--- src/design/dhcpop_pkg.sv ---
package dhcpop_pkg;

	localparam int MaxAreaBytesDefault = 512;
	localparam int NumFields = 9;

	localparam logic [31:0] MAGIC_COOKIE = 32'h63825363;
	localparam logic [7:0] OPT_PAD = 8'd0;
	localparam logic [7:0] OPT_END = 8'hff;
	localparam logic [7:0] OPT_SUBNET = 8'd1;
	localparam logic [7:0] OPT_TIME_OFFSET = 8'd2;
	localparam logic [7:0] OPT_ROUTER = 8'd3;
	localparam logic [7:0] OPT_DNS = 8'd6;
	localparam logic [7:0] OPT_NTP = 8'd42;
	localparam logic [7:0] OPT_LEASE = 8'd51;
	localparam logic [7:0] OPT_MSG_TYPE = 8'd53;
	localparam logic [7:0] OPT_SERVER_ID = 8'd54;

	localparam logic [1:0] REG_DNS2 = 2'd0;
	localparam logic [1:0] REG_TIME_OFFSET = 2'd1;
	localparam logic [1:0] REG_NTP = 2'd2;

	typedef enum logic [2:0] {
		PH_MAGIC = 3'd0,
		PH_CODE  = 3'd1,
		PH_LEN   = 3'd2,
		PH_VALUE = 3'd3,
		PH_DONE  = 3'd4,
		PH_SKIP  = 3'd5
	} phase_t;

	// Classified byte handed from the front part to the back part.
	typedef struct packed {
		logic       parse;     // byte falls within the area limit
		logic       last;
		logic [7:0] data;
	} cls_word_t;

	typedef struct packed {
		logic        magic_ok;
		logic [7:0]  msg_kind;
		logic [31:0] subnet_mask;
		logic [31:0] gateway_addr;
		logic [31:0] dns_primary;
		logic [31:0] dns_secondary;
		logic [31:0] ntp_server;
		logic [31:0] lease_seconds;
		logic [31:0] server_ident;
		logic [31:0] clock_offset;
		logic [8:0]  present_bits;
		logic        cut_short;
	} result_t;

endpackage

--- src/design/dhcpop_front.sv ---
module dhcpop_front import dhcpop_pkg::*; #(
	parameter int MAX_AREA_BYTES = MaxAreaBytesDefault
) (
	input  logic      clk,
	input  logic      arst_n,
	input  logic      in_valid,
	output logic      in_ready,
	input  logic [7:0] data_byte,
	input  logic      last_byte,
	output logic      q_valid,
	input  logic      q_ready,
	output cls_word_t q_word
);
	localparam int CW = $clog2(MAX_AREA_BYTES + 1);
	localparam int QD = 2;

	logic [CW-1:0] byte_count_q;
	cls_word_t     fifo_q [QD];
	logic          wr_ptr_q, rd_ptr_q;
	logic [1:0]    count_q;
	logic          push, pop;

	assign in_ready = (count_q != 2'(QD));
	assign push = in_valid && in_ready;
	assign pop = q_valid && q_ready;
	assign q_valid = (count_q != 2'd0);
	assign q_word = fifo_q[rd_ptr_q];

	always_ff @(posedge clk or negedge arst_n) begin
		if (!arst_n) begin
			byte_count_q <= '0;
			wr_ptr_q <= 1'b0;
			rd_ptr_q <= 1'b0;
			count_q <= 2'd0;
		end else begin
			if (push) begin
				if (last_byte) begin
					byte_count_q <= '0;
				end else if (byte_count_q != CW'(MAX_AREA_BYTES)) begin
					byte_count_q <= byte_count_q + 1'b1;
				end
				wr_ptr_q <= ~wr_ptr_q;
			end
			if (pop) begin
				rd_ptr_q <= ~rd_ptr_q;
			end
			count_q <= count_q + {1'b0, push} - {1'b0, pop};
		end
	end

	always_ff @(posedge clk) begin
		if (push) begin
			fifo_q[wr_ptr_q] <= '{parse: (byte_count_q != CW'(MAX_AREA_BYTES)),
				last: last_byte, data: data_byte};
		end
	end

endmodule

--- src/design/dhcpop_back.sv ---
module dhcpop_back import dhcpop_pkg::*; (
	input  logic      clk,
	input  logic      arst_n,
	input  logic      dns2_enable,
	input  logic      time_offset_enable,
	input  logic      ntp_enable,
	input  logic      q_valid,
	output logic      q_ready,
	input  cls_word_t q_word,
	output logic      out_valid,
	input  logic      out_ready,
	output result_t   res_q
);
	phase_t      phase_q, phase_d;
	logic [1:0]  magic_index_q;
	logic        magic_good_q;
	logic [7:0]  code_q, remaining_q;
	logic [3:0]  vidx_q;
	logic [31:0] shift_q, shift_nx;
	logic [31:0] field_q [NumFields];
	logic [8:0]  mask_q, store;
	logic        out_valid_q, take, do_byte, good;
	logic [7:0]  b;
	logic [3:0]  vidx_nx;
	logic [7:0]  cookie_byte;

	// Only a last word needs the result register; other words keep flowing.
	assign out_valid = out_valid_q;
	assign q_ready = !out_valid_q || out_ready || !q_word.last;
	assign take = q_valid && q_ready;
	assign do_byte = take && q_word.parse;
	assign b = q_word.data;
	assign vidx_nx = (vidx_q == 4'd15) ? vidx_q : vidx_q + 4'd1;
	assign shift_nx = {shift_q[23:0], b};

	function automatic logic [31:0] sel(input int i);
		logic [31:0] v;
		v = 32'd0;
		if (store[i]) v = shift_nx;
		else if (mask_q[i]) v = field_q[i];
		return v;
	endfunction

	always_comb begin
		case (magic_index_q)
			2'd0: cookie_byte = MAGIC_COOKIE[31:24];
			2'd1: cookie_byte = MAGIC_COOKIE[23:16];
			2'd2: cookie_byte = MAGIC_COOKIE[15:8];
			default: cookie_byte = MAGIC_COOKIE[7:0];
		endcase
	end

	always_comb begin
		phase_d = phase_q;
		store = '0;
		case (phase_q)
			PH_MAGIC: begin
				if (magic_index_q == 2'd3) begin
					phase_d = (magic_good_q && b == cookie_byte) ? PH_CODE : PH_SKIP;
				end
			end
			PH_CODE: begin
				if (b == OPT_END) begin
					phase_d = PH_DONE;
				end else if (b != OPT_PAD) begin
					phase_d = PH_LEN;
				end
			end
			PH_LEN: phase_d = (b == 8'd0) ? PH_CODE : PH_VALUE;
			PH_VALUE: begin
				if (vidx_nx == 4'd1 && code_q == OPT_MSG_TYPE) store[0] = 1'b1;
				if (vidx_nx == 4'd4) begin
					case (code_q)
						OPT_SUBNET: store[1] = 1'b1;
						OPT_ROUTER: store[2] = 1'b1;
						OPT_DNS: store[3] = 1'b1;
						OPT_NTP: store[5] = ntp_enable;
						OPT_LEASE: store[6] = 1'b1;
						OPT_SERVER_ID: store[7] = 1'b1;
						OPT_TIME_OFFSET: store[8] = time_offset_enable;
						default: ;
					endcase
				end
				if (vidx_nx == 4'd8 && code_q == OPT_DNS && dns2_enable) store[4] = 1'b1;
				if (remaining_q == 8'd1) phase_d = PH_CODE;
			end
			default: ;
		endcase
		if (!do_byte) begin
			phase_d = phase_q;
			store = '0;
		end
	end

	assign good = (phase_d != PH_MAGIC) && magic_good_q
		&& !(phase_q == PH_MAGIC && do_byte && b != cookie_byte);

	always_ff @(posedge clk or negedge arst_n) begin
		if (!arst_n) begin
			phase_q <= PH_MAGIC;
			magic_index_q <= 2'd0;
			magic_good_q <= 1'b1;
			code_q <= 8'd0;
			remaining_q <= 8'd0;
			vidx_q <= 4'd0;
			shift_q <= '0;
			mask_q <= '0;
			out_valid_q <= 1'b0;
		end else begin
			if (take && q_word.last) begin
				out_valid_q <= 1'b1;
			end else if (out_ready) begin
				out_valid_q <= 1'b0;
			end
			if (take && q_word.last) begin
				phase_q <= PH_MAGIC;
				magic_index_q <= 2'd0;
				magic_good_q <= 1'b1;
				mask_q <= '0;
			end else if (do_byte) begin
				phase_q <= phase_d;
				mask_q <= mask_q | store;
				case (phase_q)
					PH_MAGIC: begin
						if (b != cookie_byte) magic_good_q <= 1'b0;
						magic_index_q <= magic_index_q + 2'd1;
					end
					PH_CODE: if (b != OPT_END && b != OPT_PAD) code_q <= b;
					PH_LEN: begin
						remaining_q <= b;
						vidx_q <= 4'd0;
						shift_q <= '0;
					end
					PH_VALUE: begin
						remaining_q <= remaining_q - 8'd1;
						vidx_q <= vidx_nx;
						shift_q <= shift_nx;
					end
					default: ;
				endcase
			end
		end
	end

	// Captured values; the present mask decides whether they are shown.
	always_ff @(posedge clk) begin
		for (int i = 0; i < NumFields; i++) begin
			if (store[i]) field_q[i] <= (i == 0) ? {24'd0, b} : shift_nx;
		end
		if (take && q_word.last) begin
			res_q.magic_ok <= good;
			res_q.msg_kind <= (mask_q[0] || store[0])
				? (store[0] ? b : field_q[0][7:0]) : 8'd0;
			res_q.subnet_mask <= sel(1);
			res_q.gateway_addr <= sel(2);
			res_q.dns_primary <= sel(3);
			res_q.dns_secondary <= sel(4);
			res_q.ntp_server <= sel(5);
			res_q.lease_seconds <= sel(6);
			res_q.server_ident <= sel(7);
			res_q.clock_offset <= sel(8);
			res_q.present_bits <= mask_q | store;
			res_q.cut_short <= !(phase_d == PH_DONE || phase_d == PH_SKIP);
		end
	end

endmodule

--- src/design/dhcp_option_parser_top.sv ---
// Channel  | Handshake               | Payload
// input    | in_valid / in_ready     | data_byte, last_byte
// output   | out_valid / out_ready   | magic_ok ... cut_short
// config   | cfg_we                  | cfg_index, cfg_data
//
// One word is accepted per cycle while the queue has room; the front part
// registers each word into a two-entry queue and counts bytes against the area
// limit, and the back part runs the option walk on one word per cycle. out_valid
// rises once the result for the word carrying last_byte is registered. Reset
// clears all parse state and sets all three enables. A waiting result holds back
// only the last word of the next packet; the queue holds words meanwhile.
module dhcp_option_parser_top import dhcpop_pkg::*; #(
	parameter int MAX_AREA_BYTES = MaxAreaBytesDefault
) (
	input  logic        clk,
	input  logic        arst_n,
	input  logic        cfg_we,
	input  logic [1:0]  cfg_index,
	input  logic [0:0]  cfg_data,
	input  logic        in_valid,
	output logic        in_ready,
	input  logic [7:0]  data_byte,
	input  logic        last_byte,
	output logic        out_valid,
	input  logic        out_ready,
	output logic        magic_ok,
	output logic [7:0]  msg_kind,
	output logic [31:0] subnet_mask,
	output logic [31:0] gateway_addr,
	output logic [31:0] dns_primary,
	output logic [31:0] dns_secondary,
	output logic [31:0] ntp_server,
	output logic [31:0] lease_seconds,
	output logic [31:0] server_ident,
	output logic signed [31:0] clock_offset,
	output logic [8:0]  present_bits,
	output logic        cut_short
);
	logic      dns2_en_q, toff_en_q, ntp_en_q;
	logic      q_valid, q_ready;
	cls_word_t q_word;
	result_t   res;

	// Configuration registers; writes to unused indexes are dropped.
	always_ff @(posedge clk or negedge arst_n) begin
		if (!arst_n) begin
			dns2_en_q <= 1'b1;
			toff_en_q <= 1'b1;
			ntp_en_q <= 1'b1;
		end else if (cfg_we) begin
			case (cfg_index)
				REG_DNS2: dns2_en_q <= cfg_data[0];
				REG_TIME_OFFSET: toff_en_q <= cfg_data[0];
				REG_NTP: ntp_en_q <= cfg_data[0];
				default: ;
			endcase
		end
	end

	dhcpop_front #(.MAX_AREA_BYTES(MAX_AREA_BYTES)) u_front (
		.clk, .arst_n, .in_valid, .in_ready, .data_byte, .last_byte,
		.q_valid, .q_ready, .q_word
	);

	dhcpop_back u_back (
		.clk, .arst_n,
		.dns2_enable(dns2_en_q), .time_offset_enable(toff_en_q),
		.ntp_enable(ntp_en_q),
		.q_valid, .q_ready, .q_word, .out_valid, .out_ready, .res_q(res)
	);

	assign magic_ok = res.magic_ok;
	assign msg_kind = res.msg_kind;
	assign subnet_mask = res.subnet_mask;
	assign gateway_addr = res.gateway_addr;
	assign dns_primary = res.dns_primary;
	assign dns_secondary = res.dns_secondary;
	assign ntp_server = res.ntp_server;
	assign lease_seconds = res.lease_seconds;
	assign server_ident = res.server_ident;
	assign clock_offset = res.clock_offset;
	assign present_bits = res.present_bits;
	assign cut_short = res.cut_short;

endmodule

--- config.mk ---
export PLATFORM = sky130hd
export DESIGN_NAME = dhcp_option_parser_top
export DESIGN_NICKNAME = d
export VERILOG_FILES = /design/src/design/dhcpop_pkg.sv /design/src/design/dhcpop_front.sv /design/src/design/dhcpop_back.sv /design/src/design/dhcp_option_parser_top.sv
export SDC_FILE = /design/constraint.sdc
export NUM_CORES = 1
export LEC_CHECK = 0
export BUFFER_PORTS_ARGS = -buffer_cell sky130_fd_sc_hd__buf_4
export CORE_MARGIN = 10
export CORE_UTILIZATION = 31
export DETAILED_ROUTE_END_ITERATION = 10
export GPL_TIMING_DRIVEN = 0
export HOLD_SLACK_MARGIN = 0.06
export PLACE_DENSITY = 0.49
export SLEW_MARGIN = 20
export SYNTH_ARGS = -nofsm -noshare
export SYNTH_HDL_FRONTEND = slang
export SYNTH_SLANG_ARGS = --single-unit
--- constraint.sdc ---
create_clock -name clk -period 12.6 [get_ports clk]
set_clock_uncertainty 0.15 [all_clocks]
set_input_delay 1.26 -clock clk [delete_from_list [all_inputs] [get_ports clk]]
set_output_delay 1.26 -clock clk [all_outputs]
set_load 0.01 [all_outputs]
# Word-level counts from Yosys, hierarchy flattened
# Memories as Yosys holds them, arrays and structs flattened.
# Index checks and enable logic that the tools add are counted.
# Widths: inputs -> output; s select.
# op_classes
reduce_logical	49
n_bitwise	4
n_addsub	6
mux	102
eq_ne	29
# op_table
operator	count
$mux 32	24
$reduce_or 32->1	8
$pmux 24 s2	1
$mux 1	43
$mux 4	10
$mux 9	4
$eq 8x6->1 const B	4
$pmux 8 s2	2
$mux 3	9
$mux 10	2
$eq 8x1->1 const B	2
$eq 8x2->1 const B	2
$reduce_bool 2->1	7
$logic_and 1x1->1	13
$pmux 3 s4	1
$add 10x1->10 const B	1
$ne 10x10->1 const B	1
$reduce_and 2->1	5
$or 9x9->9	1
$eq 4x4->1 const B	2
$eq 8x3->1 const B	1
$eq 8x8->1	1
$eq 8x8->1 const B	1
$logic_not 8->1	1
other kinds (27)	44
# totals
output_inout_bits	277
ff_bits	352
mem_bits_rw	308
inputBits	17
memories	2
# memory_table
memory	words	width	read_ports	rd_clocked_by_memory_dff	wr	line_no	text
u_back.field_q	9	32	9	0	1	dhcpop_back.sv:20	logic [31:0] field_q [NumFields];
u_front.fifo_q	2	10	1	0	1	dhcpop_front.sv:18	cls_word_t fifo_q [QD];

# Longest topological paths before layout
# Gate-level depths: netlist of run 1.
# logic_depth
ltp_word	19
depth_mapped	9
depth_no_buf	8

# Modules after synthesis
# From an unflattened synthesis of run 1, not the netlist that was laid out.
# unflattened
hier_cells	1875
area_unflattened_um2	25026.5
# modules_own_cells
mod	seq_area_each_um2	n_inst	area_each_um2	cells_per_inst
dhcpop_back	17608.1	1	23334.9	1754
dhcpop_front	950.9	1	1551.5	112
dhcp_option_parser_top	78.8	1	140.1	9

# Least setup slack after synthesis of run 1
# OpenSTA, ideal clock, no wires.
# synth_timing
path_type	input -> register
start	in out_ready
end	reg, netlist name u_back.res_q[0]
arrival_time_ps	7026
path_stages	4
path_buffers	0
slack_ps	4796
setup_time_ps	628
cell_sequence	nor2b_1 -> a21oi_1 -> nand2_1 -> inv_1
# synth_between
elab_chain_len	4
# synth_rtl
item	line_no	text
start: declaration	dhcp_option_parser_top.sv:25	input logic out_ready,
$logic_or 1x1->1 (2 in series)	dhcpop_back.sv:29	assign q_ready = !out_valid_q || out_ready || !q_word.last;
$logic_and 1x1->1	dhcpop_back.sv:30	assign take = q_valid && q_ready;
named net u_back.take	dhcpop_back.sv:22	logic out_valid_q, take, do_byte, good;
$logic_and 1x1->1	dhcpop_back.sv:150	if (take && q_word.last) begin
# The timed path passes the listed nets, and every way through them passes these cells.
# A chain may end at the register's enable or synchronous reset.

# Worst setup path after layout of run 1
# layout_timing
start	reg u_front.rd_ptr_q
end	reg, netlist name u_back.res_q[27]
# layout_between
elab_chain_len	5
# layout_rtl
item	line_no	text
start: declaration	dhcpop_front.sv:19	logic wr_ptr_q, rd_ptr_q;
start signal: assignment	dhcpop_front.sv:45	rd_ptr_q <= ~rd_ptr_q;
$mem_v2 2x10	--	
$logic_not 1->1	dhcpop_back.sv:29	
$logic_or 1x1->1	dhcpop_back.sv:29	
$logic_and 1x1->1	dhcpop_back.sv:30	
named net u_back.take	dhcpop_back.sv:22	
$logic_and 1x1->1	dhcpop_back.sv:150	
# The timed path passes the listed nets, and every way through them passes these cells.

==> impl_summary.txt, run 1 <==
----------------------------------------------------
[Placement]
  Half-perimeter wire length after detailed placement ... between 50000 and 60000 um
  Port-buffer cells ... between 200 and 300
  Last weighted congestion value of the routability-driven placer ... about 0.82

[Yosys]
  Net count after synthesis ... roughly 1900
  Area share of the largest cell type after synthesis ... between 60% and 70%
  Async set-reset flop share out of synthesis ... 12.1%
  Dominant register cell in the synthesized netlist ... sky130_fd_sc_hd__edfxtp_1
  Most used standard cell by instance count after synthesis ... sky130_fd_sc_hd__edfxtp_1
  Yosys warning total ... 0
  Share of the yosys chip area belonging to registers ... about three quarters
  Cell types with the largest area share after synthesis ... sky130_fd_sc_hd__edfxtp_1 67%, sky130_fd_sc_hd__dfrtp_1 7.3%, sky130_fd_sc_hd__nand2_1 6.6%
  EDFF count, synth ... 559
  Synth unique cells ... 68
  Summed instance area of the synthesized netlist ... 24900 sq um
  Number of instances in the synthesized netlist ... about 1900
  Area leader, netlist ... sky130_fd_sc_hd__edfxtp_1
  Post-synthesis area per instance ... 13.4 sq um
  Flops & latches, synth ... 636
  Post-synth top cells ... 559 x sky130_fd_sc_hd__edfxtp_1, 437 x sky130_fd_sc_hd__nand2_1, 267 x sky130_fd_sc_hd__o21ai_0, 81 x sky130_fd_sc_hd__nand3_1, 73 x sky130_fd_sc_hd__dfrtp_1

[Timing]
  Count of endpoints failing hold in the final timing report ... 0
  WHS ... 0.342 ns
  Share of the clock period used by the worst path ... a little under a third
  Unrepaired setup endpoints after global routing ... false
  Maximum clock frequency ... 0.254 GHz
  Final number of max-transition violations ... 0
  Worst-Margin Slew ... slightly below 1 ns
  Setup-violating endpoint count in the final report ... 0
  Setup TNS Final ... 0 ns
  Shortest period the worst path allows ... between 3 and 4 ns
  Worst slew slack as a fraction of its limit ... 33.5%

[Die]
  Initial core utilization ... 31.4%
  Die W ... approximately 300 um
  Area of the die ... between 90000 and 100000 sq um
  Height of the die ... just over 300 um
  Placeable core region ... ~79000 sq um
  Top Ports ... roughly 300
  Standard-cell rows ... slightly above 100

[Routing]
  Total DRC errors in the routed layout ... 0
  Routed wire length ... 78200 um
  First-pass detailed-route iteration total ... 7
  Count of nets left with antenna violations after detail routing ... 0
  Number of DRC violations after detailed-routing iteration 0 ... 1438
  Total number of vias ... 16300
  Vias per std cell ... 4.88
  Wire length per cell after detailed routing ... between 20 and 25 um

[Clock tree]
  Number of instances resized during post-cts repair ... 0
  Clock-pin slew on the worst setup and hold paths ... roughly 0.05 ns
  Buffer levels on the longest clock path ... 3
  CTS H-tree lvls ... 3
  Number of buffers inserted during clock tree synthesis ... 72
  Hold_buf cts ... 0
  Cell chosen for the clock root ... sky130_fd_sc_hd__clkbuf_16
  Post-CTS setup buffer count ... 0
  Clock sink total ... approximately 640
  Clock latency of the later-clocked register in the worst-skew pair ... 0.62 ns
  CTS tree ... done

[Setup path]
  Crit path kind ... flop to flop
  Type of destination of the critical path ... flop
  Reg-to-Reg End ... u_back.res_q[27]
  Crit path launch type ... flop
  Critical path data arrival time ... around 4.0 ns
  Largest fanout of any net on the critical path ... 108
  Worst path required time ... about 13 ns
  R2r setup slk ... approximately 8.7 ns
  Crit Reg-Reg Startpoint ... u_front.rd_ptr_q
  Worst reg2reg path depth ... 8

[Min path]
  Capture endpoint of the worst hold path ... u_front.wr_ptr_q
  Startpoint of the lowest-slack hold path ... u_front.wr_ptr_q
  Worst Hold Path Cells ... 1
  Worst min-delay path category ... flop to flop

[Global route]
  Overflow left after global routing ... 0
  Number of global-route vias before repair ... roughly 16000
  Pin count of the biggest net entering global routing ... 109
  Global-route wire length before repair ... 111000 um
  Antenna violations before repair ... 2
  Total Routing Usage GR ... 16.5%

[Layout]
  Final net count ... ~2300
  Layout cells sized above 1 ... a little under a quarter
  Synth-to-Final Area Change ... 24.6%

[Power]
  Cell area power density ... around 220 nW/um^2
  Max IR drop VDD ... 0.126 mV
  Leakage ... 11.2 nW

[Run status]
  Result of the run ... finished, final reports clean

[Flow run]
  Max-cap check violation count ... 0

----------------------------------------------------
-- layout make-up --
| type | instances | area [sq um] |
|---|---|---|
| fill | 7559 | 48300 |
| sequential | 636 | 18700 |
| multi-input combinational | 1053 | 5340 |
| timing repair buffer | 302 | 2340 |
| clock buffer | 91 | 1920 |
| tap | 1050 | 1310 |
| buffer | 130 | 722 |
| clock inverter | 39 | 512 |
| inverter | 44 | 173 |
| antenna | 1 | 2.50 |
-- how the worst max path moves through the flow --
stage | slack (ns) | cells past startpoint | startpoint | end
6_report | 8.67 | 8 | u_front.rd_ptr_q | u_back.res_q[27]
5_1_grt | 8.35 | 8 | u_front.rd_ptr_q | u_back.res_q[27]
4_1_cts | 8.56 | 8 | u_front.rd_ptr_q | u_back.res_q[261]
3_5_place_dp | 8.51 | 7 | out_ready | u_back.res_q[252]
3_3_place_gp | 1.88 | 5 | out_ready | u_back.res_q[252]
2_1_floorplan | 4.80 | 4 | out_ready | u_back.res_q[0]
-- routing by layer --
layer  part of all wire [%]  up-vias  GRT usage [%]
met5                  0.014        -              0
met4                    2.0        2           4.72
met3                    7.0      108           3.20
met1                     42     8183           21.6
met2                     49      610           27.5
li1                       -     7424              -
-- sequential cells by signal (all words and copies together) (netlist names) --
register              cells
u_back.res_q            275
u_back.field_q          264
u_back.shift_q           24
u_front.fifo_q           20
u_front.byte_count_q     10
u_back.mask_q             9
u_back.code_q             8
u_back.remaining_q        8
u_back.vidx_q             4
u_back.phase_q            3
u_back.magic_index_q      2
u_front.count_q           2
dns2_en_q                 1
ntp_en_q                  1
toff_en_q                 1
u_back.magic_good_q       1
u_back.out_valid          1
u_front.rd_ptr_q          1
u_front.wr_ptr_q          1
-- per-stage QoR --
step | area, sq um | util (%) | setup WS [ns] | std cells | power [W]
after detailed placement | 28600 | 36.0 | 8.51 | 3215 | 0.00482
final | 31100 | 39.1 | 8.67 | 3346 | 0.00689
after global placement | 28400 | 35.8 | 1.88 | 3206 | 0.00494
after floorplan | 24900 | - | 4.80 | 1863 | 0.00390
after CTS | 31000 | 39.1 | 8.56 | 3345 | 0.00700
after global routing | 31000 | 39.1 | 8.35 | 3345 | 0.00720
-- cell families after synthesis --
group | after synthesis | synth area share [%]
buffers and inverters | 174 | 3.53
adder cells (fa/ha/maj) | 11 | 0.552
flip-flops | 636 | 75.1
AO/OA/AOI/OAI | 359 | 7.55
multiplexers | 26 | 1.18
AND/OR/NAND/NOR | 645 | 11.6
XOR/XNOR | 12 | 0.422
-- worst max-delay path: stages, from the launching register on --
cell and delay (ns):
sky130_fd_sc_hd__dfrtp_1 0.47, sky130_fd_sc_hd__buf_6 0.20, sky130_fd_sc_hd__buf_2 0.27, sky130_fd_sc_hd__mux2_2 0.39, sky130_fd_sc_hd__a21oi_1 0.33, sky130_fd_sc_hd__nand2_1 0.28
sky130_fd_sc_hd__inv_8 0.45, sky130_fd_sc_hd__buf_16 0.42, sky130_fd_sc_hd__buf_16 0.42
-- where the power goes --
part | internal, W | total [W] | switching (W)
logic | 0.000574 | 0.00153 | 0.000955
clock network | 0.00131 | 0.00216 | 0.000851
registers | 0.00290 | 0.00320 | 0.000296
-- placed cells by master, fill, tap and decap left out, types with 16 or more instances in the layout --
cell                        netlist  layout
sky130_fd_sc_hd__buf_4           20     315
sky130_fd_sc_hd__o21ai_1         42      42
sky130_fd_sc_hd__clkbuf_1        49      57
sky130_fd_sc_hd__dfrtp_1         73      73
sky130_fd_sc_hd__nand2_1        437     437
sky130_fd_sc_hd__nor2_1          28      26
sky130_fd_sc_hd__a21oi_1         21      21
sky130_fd_sc_hd__nand3_1         81      81
sky130_fd_sc_hd__inv_1           43      42
sky130_fd_sc_hd__o21ai_0        267     267
sky130_fd_sc_hd__buf_6           14      16
sky130_fd_sc_hd__edfxtp_1       559     559
sky130_fd_sc_hd__buf_2           35      36
sky130_fd_sc_hd__clkbuf_16        0      72
Note: power is estimated with default switching activity, not from simulation.
==> run 2, diff against run 1 <==
==> constraint.sdc (replaced) <==
create_clock -name clk -period 3.95 [get_ports clk]
set_clock_uncertainty 0.15 [all_clocks]
set_input_delay 0.395 -clock clk [delete_from_list [all_inputs] [get_ports clk]]
set_output_delay 0.395 -clock clk [all_outputs]
set_load 0.01 [all_outputs]
==> run 2 against run 1 <==
Against the previous run: sequential power grew to 3.2 times the previous value; largest cell class unchanged; routed wire length is 0.40% higher; worst hold slack worse by 0.22 ns; sequential cell count stayed put; largest power group unchanged; final area is 0.73% higher; critical path depth is 1 higher; sequential share of layout area is 0.43 points lower.
==> impl_summary.txt, run 2 (synthesis gave the netlist of run 1 again) <==
----------------------------------------------------
[Setup path]
  Crit-path cells ... ha_1 > or3b_1 > a21oi_2 > o21ai_2 > nor4_2 > buf_4 > buf_6 > nand2_1 > o21ai_1
  First element of the critical path ... u_back.vidx_q[0]
  Worst path buffer plus inverter count ... 2
  Crit path kind ... flop to flop
  Instance count on the critical path ... 9
  Maximum cell stage delay along the critical path ... 0.55 ns
  R2r setup slk ... approximately 0.49 ns
  Crit Reg-Reg Startpoint ... u_back.vidx_q[0]
  Reg-to-Reg End ... u_back.res_q[235]
  Critical path endpoint ... u_back.res_q[235]
  Worst reg2reg path depth ... 9
  Largest fanout of any net on the critical path ... between 40 and 50
  Critical path data arrival time ... between 3 and 4 ns
  Crit path launch type ... flop
  Slowest cell on the critical path ... sky130_fd_sc_hd__nor4_2
  Gate family responsible for the most delay along the worst path ... simple AND/OR/NAND/NOR gates
  Worst path required time ... 4.19 ns
  Type of destination of the critical path ... flop

[Clock tree]
  Number of instances resized during post-cts repair ... 0
  Clock sink total ... 636
  Hold_buf cts ... 17
  CTS H-tree lvls ... 3
  Clock-pin slew on the worst setup and hold paths ... around 0.05 ns
  Buffer levels on the longest clock path ... 3
  Cell chosen for the clock root ... sky130_fd_sc_hd__clkbuf_16
  Clock latency of the later-clocked register in the worst-skew pair ... 0.62 ns
  Post-CTS setup buffer count ... 0
  CTS tree ... done
  Number of buffers inserted during clock tree synthesis ... 72

[Placement]
  Port-buffer cells ... 293
  Half-perimeter wire length after detailed placement ... 55800 um
  Last weighted congestion value of the routability-driven placer ... roughly 0.83
  Setup slack at placement ... 0.434 ns

[Layout]
  Diode insertion count for antenna repair ... 0
  Largest registers ... u_back.res_q x275, u_back.field_q x264, u_back.shift_q x24
  Synth-to-Final Area Change ... 25.5%
  Max FFs per register ... between 200 and 300
  Final net count ... between 2000 and 2500
  Most frequent cells in the layout ... 559 x sky130_fd_sc_hd__edfxtp_1, 436 x sky130_fd_sc_hd__nand2_1, 312 x sky130_fd_sc_hd__buf_4, 267 x sky130_fd_sc_hd__o21ai_0, 81 x sky130_fd_sc_hd__nand3_1
  Share of the core filled with cells in the final layout ... around two fifths
  Register with the most flip-flops ... u_back.res_q
  Layout cells sized above 1 ... 22.9%
  Leading cell type in the layout, fill and taps excluded ... sky130_fd_sc_hd__edfxtp_1

[Die]
  Area of the die ... 92100 sq um
  Top Ports ... 294
  Initial core utilization ... about a third
  Height of the die ... 303 um
  Placeable core region ... between 70000 and 80000 sq um
  Die W ... slightly above 300 um
  Standard-cell rows ... approximately 100

[Power]
  Cell area power density ... between 600 and 700 nW/um^2
  Leakage ... roughly 11 nW
  Pwr Total ... around 0.022 W
  Max IR drop VDD ... about 0.30 mV

[Global route]
  Global-route wire length before repair ... 112000 um
  Overflow left after global routing ... 0
  Total Routing Usage GR ... about 17%
  Pin count of the biggest net entering global routing ... 78
  Number of global-route vias before repair ... around 16000
  Antenna violations before repair ... 0

[Run status]
  Result of the run ... finished, final reports clean

[Routing]
  Number of DRC violations after detailed-routing iteration 0 ... roughly 1300
  Wire length per cell after detailed routing ... roughly 23 um
  Vias per std cell ... 4.84
  Count of nets left with antenna violations after detail routing ... 0
  Total DRC errors in the routed layout ... 0
  Routed wire length ... between 70000 and 80000 um
  Total number of vias ... 16300
  First-pass detailed-route iteration total ... 5

[Timing]
  Worst Slack Setup Final ... 0.487 ns
  Maximum clock frequency ... between 0.2 and 0.3 GHz
  WHS ... ~0.12 ns
  Share of the clock period used by the worst path ... 87.7%
  Setup-violating endpoint count in the final report ... 0
  Setup TNS Final ... 0 ns
  Unrepaired setup endpoints after global routing ... false
  Count of endpoints failing hold in the final timing report ... 0
  Worst slew slack as a fraction of its limit ... between 20% and 30%
  Final number of max-transition violations ... 0
  Worst-Margin Slew ... roughly 1.1 ns
  Shortest period the worst path allows ... around 3.5 ns

[Min path]
  Worst min-delay path category ... primary input to flop

[Flow run]
  Max-cap check violation count ... 0

----------------------------------------------------
## run 2: cell types whose count changed in the layout (fill, tap and decap cells not counted), moves of 2 or more
| cell | previous run | this run |
|---|---|---|
| sky130_fd_sc_hd__clkinv_8 | 0 | 3 |
| sky130_fd_sc_hd__clkbuf_1 | 57 | 65 |
| sky130_fd_sc_hd__buf_12 | 1 | 7 |
| sky130_fd_sc_hd__inv_6 | 7 | 1 |
| sky130_fd_sc_hd__buf_8 | 0 | 2 |
| sky130_fd_sc_hd__buf_16 | 3 | 5 |
| sky130_fd_sc_hd__bufinv_16 | 11 | 5 |
| sky130_fd_sc_hd__dlygate4sd3_1 | 0 | 17 |
| sky130_fd_sc_hd__clkinv_1 | 9 | 13 |
| sky130_fd_sc_hd__clkbuf_8 | 5 | 2 |
| sky130_fd_sc_hd__buf_4 | 315 | 312 |
| sky130_fd_sc_hd__clkinvlp_4 | 0 | 2 |
## run 2: layout make-up
type                    instances  area [sq um]
inverters                      44           169
well taps                    1050          1310
plain buffers                 130           727
flip-flops and latches        636         18700
repair buffers                325          2690
multi-input cells            1053          5360
clock inverters                36           365
clock buffers                  96          1930
fillers                      7559         48100
## run 2: stage by stage
| step | cell area (sq um) | std cells |
|---|---|---|
| floorplan | 24900 | 1863 |
| global placement | 28500 | 3206 |
| detailed placement | 28800 | 3221 |
| CTS | 31300 | 3370 |
| global route | 31300 | 3370 |
| finish | 31300 | 3370 |
## run 2: layer usage
metal / GRT usage [%] / part of all wire [%]
met5: 0 / 0
met4: 5.22 / 2.5
met3: 2.82 / 6.6
met2: 27.8 / 49
met1: 21.4 / 42
## run 2: worst min-delay path by stage
stage / start / end / slack (ns) / depth (start not counted)
2_1_floorplan: arst_n / u_back.code_q[0] / -0.05 / 0
3_3_place_gp: u_front.wr_ptr_q / u_front.wr_ptr_q / 0.33 / 1
3_5_place_dp: u_front.wr_ptr_q / u_front.wr_ptr_q / 0.35 / 1
4_1_cts: in_valid / u_front.wr_ptr_q / 0.07 / 3
5_1_grt: in_valid / u_front.wr_ptr_q / 0.11 / 3
6_report: in_valid / u_front.wr_ptr_q / 0.12 / 3
## run 2: tightest hold or removal path, delay by kind of cell
family / cells / cell delay (ns)
XOR/XNOR: 1 / 0.09
buffers and inverters: 1 / 0.12
AND/OR/NAND/NOR: 1 / 0.22
## run 2: report_power, final
part | switching (W) | total, W | internal [W]
Sequential | 0.000923 | 0.0102 | 0.00923
Combinational | 0.00310 | 0.00516 | 0.00206
Clock | 0.00273 | 0.00653 | 0.00380
Total | 0.00675 | 0.0218 | 0.0151
==> run 3, diff against run 2 <==
--- a/config.mk
+++ b/config.mk
@@ -7,11 +7,12 @@
 export LEC_CHECK = 0
 export BUFFER_PORTS_ARGS = -buffer_cell sky130_fd_sc_hd__buf_4
 export CORE_MARGIN = 10
-export CORE_UTILIZATION = 31
+export CORE_UTILIZATION = 55
+export CTS_BUF_LIST = sky130_fd_sc_hd__clkbuf_8
 export DETAILED_ROUTE_END_ITERATION = 10
 export GPL_TIMING_DRIVEN = 0
 export HOLD_SLACK_MARGIN = 0.06
-export PLACE_DENSITY = 0.49
+export PLACE_DENSITY = 0.77
 export SLEW_MARGIN = 20
 export SYNTH_ARGS = -nofsm -noshare
 export SYNTH_HDL_FRONTEND = slang
==> run 3 against run 2 <==
Against the previous run: combinational power shrank 2%; sequential cell count is the same; sequential power is essentially flat; final area shrank 3.6%; via count grew 4.4%; critical path type unchanged; largest cell class unchanged.
==> impl_summary.txt, run 3 (synthesis gave the netlist of run 1 again) <==
----------------------------------------------------
[Die]
  Area of the die ... between 50000 and 60000 sq um
  Top Ports ... 294
  Die W ... ~230 um
  Placeable core region ... approximately 45000 sq um
  Standard-cell rows ... 77
  Height of the die ... between 200 and 250 um
  Initial core utilization ... a little under three fifths

[Routing]
  Total number of vias ... between 15000 and 20000
  Routed wire length ... 69000 um
  Total DRC errors in the routed layout ... 0
  Number of DRC violations after detailed-routing iteration 0 ... between 2000 and 3000
  First-pass detailed-route iteration total ... 7
  Vias per std cell ... ~5.8
  Count of nets left with antenna violations after detail routing ... 0
  Wire length per cell after detailed routing ... approximately 23 um

[Flow run]
  Max-cap check violation count ... 0

[Run status]
  Result of the run ... finished, final reports clean

[Power]
  Pwr Total ... 0.0201 W
  Cell area power density ... about 670 nW/um^2
  Leakage ... between 10 and 15 nW
  Max IR drop VDD ... approximately 0.35 mV

[Global route]
  Overflow left after global routing ... 0
  Global-route wire length before repair ... around 100000 um
  Number of global-route vias before repair ... 16600
  Total Routing Usage GR ... 24.9%
  Antenna violations before repair ... 0
  Pin count of the biggest net entering global routing ... slightly below 80

[Clock tree]
  CTS H-tree lvls ... 3
  Number of buffers inserted during clock tree synthesis ... 98
  CTS tree ... done
  Cell chosen for the clock root ... sky130_fd_sc_hd__clkbuf_8
  Post-CTS setup buffer count ... 0
  Clock sink total ... roughly 640
  Clock-pin slew on the worst setup and hold paths ... ~0.060 ns
  Number of instances resized during post-cts repair ... 0
  Hold_buf cts ... 17
  Buffer levels on the longest clock path ... 3
  Clock latency of the later-clocked register in the worst-skew pair ... ~0.7 ns

[Setup path]
  Crit-path most repeated cell ... sky130_fd_sc_hd__buf_12
  Worst path required time ... a little over 4 ns
  Crit-path cells ... buf_6 > buf_6 > mux2_4 > a21oi_2 > nand2_4 > clkinvlp_4 > buf_12 > buf_16 > buf_12 > buf_12 > buf_12
  Gate family responsible for the most delay along the worst path ... buffers and inverters
  Worst path buffer plus inverter count ... 8
  Maximum cell stage delay along the critical path ... between 0.4 and 0.5 ns
  Largest fanout of any net on the critical path ... 40
  Slowest cell on the critical path ... sky130_fd_sc_hd__dfrtp_1
  Crit path kind ... flop to flop
  Crit path launch type ... flop
  Critical path data arrival time ... between 3 and 4 ns
  Type of destination of the critical path ... flop

[Layout]
  Leading cell type in the layout, fill and taps excluded ... sky130_fd_sc_hd__edfxtp_1
  Final net count ... around 2300
  Storage cell area ... around 19000 sq um
  Diode insertion count for antenna repair ... 0
  Final Cell Area ... approximately 30000 sq um
  Multi-input gate area in the final layout ... 5360 sq um
  Layout cells sized above 1 ... a little under a quarter
  Largest registers ... u_back.res_q x275, u_back.field_q x264, u_back.shift_q x24
  Synth-to-Final Area Change ... 21.0%
  Max FFs per register ... 275
  Register with the most flip-flops ... u_back.res_q
  Count of filler cells inserted in the layout ... about 3100
  Most frequent cells in the layout ... 559 x sky130_fd_sc_hd__edfxtp_1, 436 x sky130_fd_sc_hd__nand2_1, 312 x sky130_fd_sc_hd__buf_4, 267 x sky130_fd_sc_hd__o21ai_0, 103 x sky130_fd_sc_hd__clkbuf_8

[Timing]
  Maximum clock frequency ... about 0.28 GHz
  Setup-violating endpoint count in the final report ... 0
  Worst-Margin Slew ... approximately 1.2 ns
  Worst slew slack as a fraction of its limit ... approximately a fifth
  Count of endpoints failing hold in the final timing report ... 0
  Shortest period the worst path allows ... about 3.5 ns
  Unrepaired setup endpoints after global routing ... false
  WHS ... between 0.07 and 0.08 ns
  Worst Slack Setup Final ... approximately 0.41 ns
  Share of the clock period used by the worst path ... 89.7%
  Final number of max-transition violations ... 0
  Setup TNS Final ... 0 ns

[Placement]
  Half-perimeter wire length after detailed placement ... 48100 um
  Setup slack at placement ... 0.425 ns
  Instance area after placement ... between 20000 and 30000 sq um
  Last weighted congestion value of the routability-driven placer ... 0.887
  Port-buffer cells ... roughly 290

[Min path]
  Worst min-delay path category ... primary input to flop

----------------------------------------------------
-- run 3: worst paths after layout --
| check | start | endpoint | slack, ns | cells after the start |
|---|---|---|---|---|
| max reg2reg | u_front.rd_ptr_q | u_back.res_q[123] | 0.41 | 11 |
| min reg2reg | u_front.wr_ptr_q | u_front.wr_ptr_q | 0.34 | 1 |
| max in group asynchronous | arst_n | u_back.shift_q[13] | 2.88 | 2 |
| min in group asynchronous | arst_n | u_front.wr_ptr_q | 0.18 | 2 |
| min | in_valid | u_front.wr_ptr_q | 0.08 | 3 |
| max | u_front.rd_ptr_q | u_back.res_q[123] | 0.41 | 11 |
-- run 3: worst reg2reg max path, stage by stage (launching register included) --
cell and delay, ns:
sky130_fd_sc_hd__dfrtp_1 0.47, sky130_fd_sc_hd__buf_6 0.20, sky130_fd_sc_hd__buf_6 0.17, sky130_fd_sc_hd__mux2_4 0.34, sky130_fd_sc_hd__a21oi_2 0.29, sky130_fd_sc_hd__nand2_4 0.11, sky130_fd_sc_hd__clkinvlp_4 0.33, sky130_fd_sc_hd__buf_12 0.25
sky130_fd_sc_hd__buf_16 0.21, sky130_fd_sc_hd__buf_12 0.21, sky130_fd_sc_hd__buf_12 0.25, sky130_fd_sc_hd__buf_12 0.25
-- run 3: stage by stage --
step           utilization (%)  instances
3_5_place_dp              63.4       2762
3_3_place_gp              62.6       2748
4_1_cts                   67.7       2954
5_1_grt                   67.7       2954
2_1_floorplan                -       1863
6_report                  67.7       2954
-- run 3: cell type report --
cell class	count	area share (%)
Clock inverter	72	1.15
Timing Repair Buffer	324	8.84
Tap cell	592	2.46
Buffer	130	2.40
Multi-Input combinational cell	1053	17.8
Clock buffer	103	4.70
Inverter	44	0.560
Sequential cell	636	62.1
-- run 3: routing by layer --
metal  share of wire (%)  vias to the layer above  GRT usage, %
li1                    -                     7544             -
met4                 3.8                        0          11.2
met3                  11                      165          5.65
met5                   0                        -             0
met1                  36                     8234          30.9
met2                  49                     1076          41.1
-- run 3: report_power, final --
group          switching [W]  internal, W  total (W)
Clock                0.00245      0.00253    0.00498
Sequential          0.000862      0.00923     0.0101
Combinational        0.00303      0.00201    0.00504
